===== src/rtl/nearest_palette_color_mapper_core_assert.svh =====
// Assertion macros shared by the mapper modules.
// Each macro samples on clk and is off while arst_n is low.
`ifndef NEAREST_PALETTE_COLOR_MAPPER_CORE_ASSERT_SVH
`define NEAREST_PALETTE_COLOR_MAPPER_CORE_ASSERT_SVH

`ifndef SYNTHESIS
`define NPCM_ASSERT(lbl, prop, msg) \
	lbl: assert property (@(posedge clk) disable iff (!arst_n) prop) else $error(msg);
`define NPCM_ASSERT_NEVER(lbl, expr, msg) \
	`NPCM_ASSERT(lbl, !(expr), msg)
`else
`define NPCM_ASSERT(lbl, prop, msg)
`define NPCM_ASSERT_NEVER(lbl, expr, msg)
`endif

`endif


===== src/rtl/npcm_pkg.sv =====
package npcm_pkg;

	// Item kinds
	typedef enum logic {
		FUNC_LOAD  = 1'b0,
		FUNC_PIXEL = 1'b1
	} func_t;

	localparam int CHAN_W  = 8;
	localparam int DIST_W  = 18;
	localparam int COUNT_W = 5;
	localparam int SLOT_W  = 4;
	localparam int SLOT_NUM = 16;

	typedef logic [CHAN_W-1:0] chan_t;
	typedef logic [DIST_W-1:0] dist_t;

	typedef struct packed {
		chan_t r;
		chan_t g;
		chan_t b;
	} color_t;

	// Payload of one word as it walks down the cell row
	typedef struct packed {
		func_t  func;
		color_t pix;
		dist_t  best_d;
		color_t best_c;
	} tok_t;

	function automatic logic [2*CHAN_W-1:0] sq_diff(chan_t a, chan_t b);
		chan_t d;
		begin
			d = (a > b) ? (a - b) : (b - a);
			return (2*CHAN_W)'(d) * (2*CHAN_W)'(d);
		end
	endfunction

	// Squared Euclidean RGB distance, at most 195075
	function automatic dist_t color_dist(color_t a, color_t b);
		begin
			return DIST_W'(sq_diff(a.r, b.r)) + DIST_W'(sq_diff(a.g, b.g))
				+ DIST_W'(sq_diff(a.b, b.b));
		end
	endfunction

endpackage


===== src/rtl/npcm_cell.sv =====
`include "nearest_palette_color_mapper_core_assert.svh"

module npcm_cell #(
	parameter int IDX  = 0,
	parameter int IDXW = 4
) (
	input  logic                          clk,
	input  logic                          arst_n,
	input  logic [npcm_pkg::COUNT_W-1:0]  count,
	input  logic                          valid_in,
	input  npcm_pkg::tok_t                tok_in,
	input  logic [IDXW-1:0]               slot_in,
	input  logic [IDXW-1:0]               best_idx_in,
	output logic                          valid_out,
	output npcm_pkg::tok_t                tok_out,
	output logic [IDXW-1:0]               slot_out,
	output logic [IDXW-1:0]               best_idx_out
);

	npcm_pkg::color_t color_q;
	npcm_pkg::dist_t  entry_d;
	logic             in_use;
	logic             take;
	logic             valid_s1;
	npcm_pkg::tok_t   tok_s1;
	logic [IDXW-1:0]  slot_s1;
	logic [IDXW-1:0]  idx_s1;

	// Compare the passing pixel against this cell's entry
	assign entry_d = npcm_pkg::color_dist(tok_in.pix, color_q);
	assign in_use  = (IDX == 0) || (32'(count) > 32'(IDX));
	assign take    = in_use && ((IDX == 0) || (entry_d < tok_in.best_d));

	// Store the entry when a load word for this slot passes
	always_ff @(posedge clk) begin
		if (valid_in && tok_in.func == npcm_pkg::FUNC_LOAD && slot_in == IDXW'(IDX)) begin
			color_q <= tok_in.pix;
		end
	end

	// Advance the word valid flag
	always_ff @(posedge clk or negedge arst_n) begin
		if (!arst_n) begin
			valid_s1 <= 1'b0;
		end else begin
			valid_s1 <= valid_in;
		end
	end

	// Advance the word, replacing the best match where this entry is in use and strictly closer (cell 0 always takes)
	always_ff @(posedge clk) begin
		slot_s1 <= slot_in;
		if (tok_in.func == npcm_pkg::FUNC_PIXEL && take) begin
			tok_s1 <= '{func: tok_in.func, pix: tok_in.pix, best_d: entry_d, best_c: color_q};
			idx_s1 <= IDXW'(IDX);
		end else begin
			tok_s1 <= tok_in;
			idx_s1 <= best_idx_in;
		end
	end

	assign valid_out    = valid_s1;
	assign tok_out      = tok_s1;
	assign slot_out     = slot_s1;
	assign best_idx_out = idx_s1;

	`NPCM_ASSERT(a_load_stores, valid_in && tok_in.func == npcm_pkg::FUNC_LOAD && slot_in == IDXW'(IDX) |=> color_q == $past(tok_in.pix), "load word did not store its color")
	`NPCM_ASSERT(a_best_never_grows, valid_in && tok_in.func == npcm_pkg::FUNC_PIXEL && IDX != 0 |=> tok_s1.best_d <= $past(tok_in.best_d), "best distance grew along the row")

endmodule

===== config.mk =====
export PLATFORM = sky130hd
export DESIGN_NAME = npcm_cell
export DESIGN_NICKNAME = d
export VERILOG_FILES = /design/src/rtl/npcm_pkg.sv /design/src/rtl/npcm_cell.sv
export VERILOG_INCLUDE_DIRS = /design/src /design/src/rtl
export SDC_FILE = /design/constraint.sdc
export NUM_CORES = 1
export LEC_CHECK = 0
export CAP_MARGIN = 10
export CORE_UTILIZATION = 30
export DETAILED_ROUTE_END_ITERATION = 12
export DONT_BUFFER_PORTS = 1
export HOLD_SLACK_MARGIN = 0.06
export SLEW_MARGIN = 20
export SYNTH_ARGS = -nofsm -noshare
export SYNTH_HDL_FRONTEND = slang
export SYNTH_SLANG_ARGS = --single-unit

===== constraint.sdc =====
create_clock -name clk -period 7.2 [get_ports clk]
set_input_delay 1.44 -clock clk [delete_from_list [all_inputs] [get_ports clk]]
set_output_delay 1.44 -clock clk [all_outputs]
set_load 0.05 [all_outputs]

==> After elaboration in Yosys (flattened, before gate mapping) <==
Cells that the tools add are included.
{ "word_totals": {"word_cells": 36, "reg_bits": 100} }
{ "op_classes": {"muxes": 4, "reduce_logical": 3, "n_addsub": 8, "order_cmp": 3, "multipliers": 3, "bitwise": 1} }
{ "ops": {"columns": ["cell", "count"], "rows": [
  ["67-bit 2-to-1 mux", 1],
  ["8-bit by 8-bit multiplier with 16-bit output", 3],
  ["8-bit subtractor", 6],
  ["8-bit > comparator", 3],
  ["8-bit 2-to-1 mux", 3],
  ["17-bit by 16-bit adder with 18-bit output", 1],
  ["16-bit by 16-bit adder with 17-bit output", 1],
  ["4-bit zero test", 1],
  ["1-bit logical AND", 2],
  ["1-bit inverter", 1]
]} }

==> Logic depth before layout (Yosys ltp) <==
{ "logic_depth": {"word_depth": 6, "ltp_mapped": 33, "ltp_nobuf": 33} }

==> Worst setup path after synthesis <==
OpenSTA, ideal clock, no wires.
{ "synth_timing": {"kind": "input-to-reg", "from": "input port tok_in[58] in the netlist's numbering", "to": "register tok_s1, in the netlist tok_out[37]", "arrival_ps": 8805, "required_time_ps": 7079, "setup_ps": 121, "path_stages": 29, "slack_ps": -1725, "n_path_buf": 0, "cell_sequence": "inv_1 -> ha_1 -> inv_1 -> fa_1 -> a21o_1 -> a21oi_1 -> o21ai_0 -> nand2_2 -> mux2_2 -> xor2_2 -> or2_2 -> fa_1 -> fa_1 -> fa_1 -> inv_1 -> fa_1 -> inv_1 -> fa_1 -> fa_1 -> inv_1 -> fa_1 -> ha_1 -> nor2b_1 -> o21ai_0 -> a21boi_0 -> o2111ai_1 -> nand2_1 -> xor2_1 -> mux2_2"} }
{ "synth_via": {"elab_chain_len": 6, "word_cells_on_any_way": 8} }
{ "synth_rtl": {"columns": ["item", "line_no", "text"], "rows": [
  ["start, declared", "npcm_cell.sv:11", "input npcm_pkg::tok_t tok_in,"],
  ["8-bit subtractor or 8-bit > comparator (tied branches)", "npcm_pkg.sv:35", "d = (a > b) ? (a - b) : (b - a);"],
  ["8-bit 2-to-1 mux (*)", "npcm_pkg.sv:35", null],
  ["8-bit by 8-bit multiplier with 16-bit output (*)", "npcm_pkg.sv:36", "return (2*CHAN_W)'(d) * (2*CHAN_W)'(d);"],
  ["16-bit by 16-bit adder with 17-bit output (*)", "npcm_pkg.sv:43", "return DIST_W'(sq_diff(a.r, b.r)) + DIST_W'(sq_diff(a.g, b.g))"],
  ["17-bit by 16-bit adder with 18-bit output (*)", "npcm_pkg.sv:44", "+ DIST_W'(sq_diff(a.b, b.b));"],
  ["67-bit 2-to-1 mux (*)", "npcm_cell.sv:53", "if (tok_in.func == npcm_pkg::FUNC_PIXEL && take) begin"],
  ["end signal, assigned", "npcm_cell.sv:54", "tok_s1 <= '{func: tok_in.func, pix: tok_in.pix, best_d: entry_d, best_c: color_q};"],
  ["end signal, assigned", "npcm_cell.sv:57", "tok_s1 <= tok_in;"],
  ["end, declared", "npcm_cell.sv:25", "npcm_pkg::tok_t tok_s1;"]
]} }
Mark *: on every way between the ends. The rest lies on a longest branch, timed or not.
A chain may end at the register's enable or synchronous reset.

==> Worst setup path after layout <==
Same ends and word-level chain as after synthesis.

==> impl_metrics.yaml <==
outcome:
  status: "finished with violations"
  violations: "negative setup slack"
timing:
  rsz0062_at_grt: "true"
  worst_pin_slew_ns: 0.584
  maxSlewViolCount: 0
  timing.slew.headroom_pct: 60.7
  fin_crit_sh_pct: 115
  fin_skew_ns: 0.0121
  post-route-min-period_ns: 8.27
  setup_viol: 13
  max_freq_ghz: 0.121
  finalHoldViolCount: 0
  timing.final.ws_setup_ns: -1.07
synthesis:
  synth.avg_cell_area_um2: 10.0
  seq_area_frac_synth_pct: 22.3
  yosysTopAreaCell: "fa_1"
  yosysTopAreaCellShare_pct: 27.4
  syn_inst: 1008
  ys_ff_latch: 100
  yosys_warnings: 0
  syn-cell-area_mm2: 0.0101
  synth.top_cells.by_area: "fa_1 (27%), ha_1 (15%), dfxtp_1 (15%)"
  synth-edff-count: 24
  synth_top_flop_cell: "dfxtp_1"
  syn_nets: 1353
  async_reset_ff_share_pct: 1.00
  synth_cell_types: 58
global_routing:
  use_met2_pct: 23.7
  globalRoute.busiestLayer: "met2"
  first_global_vias: 7639
  grt_max_degree: 50
  antenna_found_initial: 0
  grt_use_met3_pct: 3.22
  grt_usage_pct: 14.7
  grt_overflow: 0
  met1_usage_pct: 19.4
  grt_pass1_wl_um: 38300
clocking:
  ctsHoldBuffers: 0
  clk_latency_ns: 0.38
  htree_levels: 3
  cts_buffers: 9
  clkSinkCount: 100
  cts_tree: "built"
  cts-root-buf: "clkbuf_16"
  clkTransAtPathRegs_ns: 0.07
  max-clock-path-buffers: 2
worst_setup_path:
  reg2reg_to: "tok_out[36]"
  cp_slowest_cell: "fa_1"
  start_kind: "primary input"
  cp.arrival_ns: 8.53
  cp_num_buf_inv: 8
  cpMostUsedCell: "fa_1"
  endpoint: "tok_out[37]"
  required_ns: 7.46
  crit_start: "tok_in[58]"
  rr_worst_depth: 31
  cp_num_cells: 30
  cp-end-kind: "flop"
  cp_max_fo: 5
  path_delay_family: "adder cells"
  r2r-start: "color_q[0]"
  critical_path.max_stage_delay_ns: 0.61
  path_class: "in2reg"
  reg2reg_slack_ns: -0.48
die:
  core_area_mm2: 0.0328
  io_pins: 159
  die_w_um: 185
  die_area_mm2: 0.0344
  die_h_um: 185
  row_count: 66
  start_util_pct: 30.8
placement:
  place_congestion: 0.867
  portBuffers: 0
  preCtsSetupSlack_ns: -1.61
  place.detailed.hpwl_um: 20000
drt:
  viasPerCell: 4.34
  firstDrtPassIters: 4
  routed_wl_um: 24100
  vias: 7216
  drc_errors: 0
  ant_nets: 0
  wl_per_cell_um: 14.5
  drt_iter0_drc: 299
worst_hold_path:
  worstHoldPathType: "reg2reg"
finish:
  area_growth_pct: 30.6
  num_antenna_cells: 0
  final_common_cell: "inv_1"
  final_core_util_pct: 40.2
  final_cell_mix: "inv_1 (233), buf_4 (201), fa_1 (118)"
  final_net_count: 1559
  fillers: 3181
  drive_above_1_share_pct: 32.0
flow_run:
  cap_violations: 0
## routing by layer
metal,vias to the layer above,wire (um)
met4,0,444
met3,29,895
met1,3498,11500
li1,3534,-
met5,-,0
met2,155,11200
## registers in the layout (all words and copies together), names as in the netlist
signal,cells
tok_out,67
color_q,24
best_idx_out,4
slot_out,4
valid_out,1
## what timing repair did
item,CTS,global route
pin swaps,55,71
buffers inserted,26,9
resized for setup,40,59
endpoints found under the setup margin,13,14
## worst register-to-register path, delay by kind of cell (launching register included)
kind            cells  cell delay [ns]
fa+ha+maj          10             4.23
compound gates      5             0.88
buf+inv             8             0.71
simple gates        4             0.55
mux                 2             0.45
flops               1             0.44
xor+xnor            2             0.30
## cell usage after synthesis, drive strengths merged, types with 17 or more instances
master    n
inv     252
nor2     79
dfxtp    75
mux2i    18
nand2    22
ha      124
mux2     35
a21oi    41
nand2b   17
o21ai    27
edfxtp   24
fa      138
xor2     17
xnor2    18
## per-stage QoR
step                      hold WS, ns  setup TNS [ns]  instances  area (um^2)
after detailed placement        0.543          -17.68       1612        12100
after floorplan                 0.475          -11.70       1008        10300
after global routing            0.593          -13.99       1661        13200
after CTS                       0.565          -10.81       1652        12800
after global placement          0.530          -17.09       1612        12100
final                           0.563          -11.17       1661        13200
## how the worst min path moves through the flow
stage | startpoint | end | slack, ns | depth (start not counted)
after detailed placement | color_q[12] | tok_out[12] | 0.54 | 1
after global placement | color_q[12] | tok_out[12] | 0.53 | 1
after global routing | color_q[12] | tok_out[12] | 0.59 | 1
after floorplan | color_q[15] | tok_out[15] | 0.48 | 1
final | color_q[12] | tok_out[12] | 0.56 | 1
after CTS | color_q[12] | tok_out[12] | 0.56 | 1
## layout make-up
type | count | area [um^2] | share of cell area (%)
Multi-Input combinational cell | 637 | 7410 | 56.3
Sequential cell | 100 | 2250 | 17.1
Timing Repair Buffer | 214 | 1660 | 12.6
Inverter | 252 | 990 | 7.51
Tap cell | 442 | 553 | 4.20
Clock buffer | 10 | 239 | 1.81
Clock inverter | 6 | 76.3 | 0.579
## cells by family (layout without fill, tap and decap cells)
family                     count (synthesis)  in the layout  share of synthesized area [%]
xor gates and xnor gates                  35             35                           3.26
buffers and inverters                    271            482                           10.2
DFF                                      100            100                           22.3
adders and majority gates                262            262                           42.8
and+or+nand+nor                          167            167                           8.01
muxes                                     53             53                           5.82
AOI/OAI and AO/OA                        120            120                           7.65
Power is not shown: default switching activity piles up to over one toggle a cycle in this logic, so the estimate is an artifact.
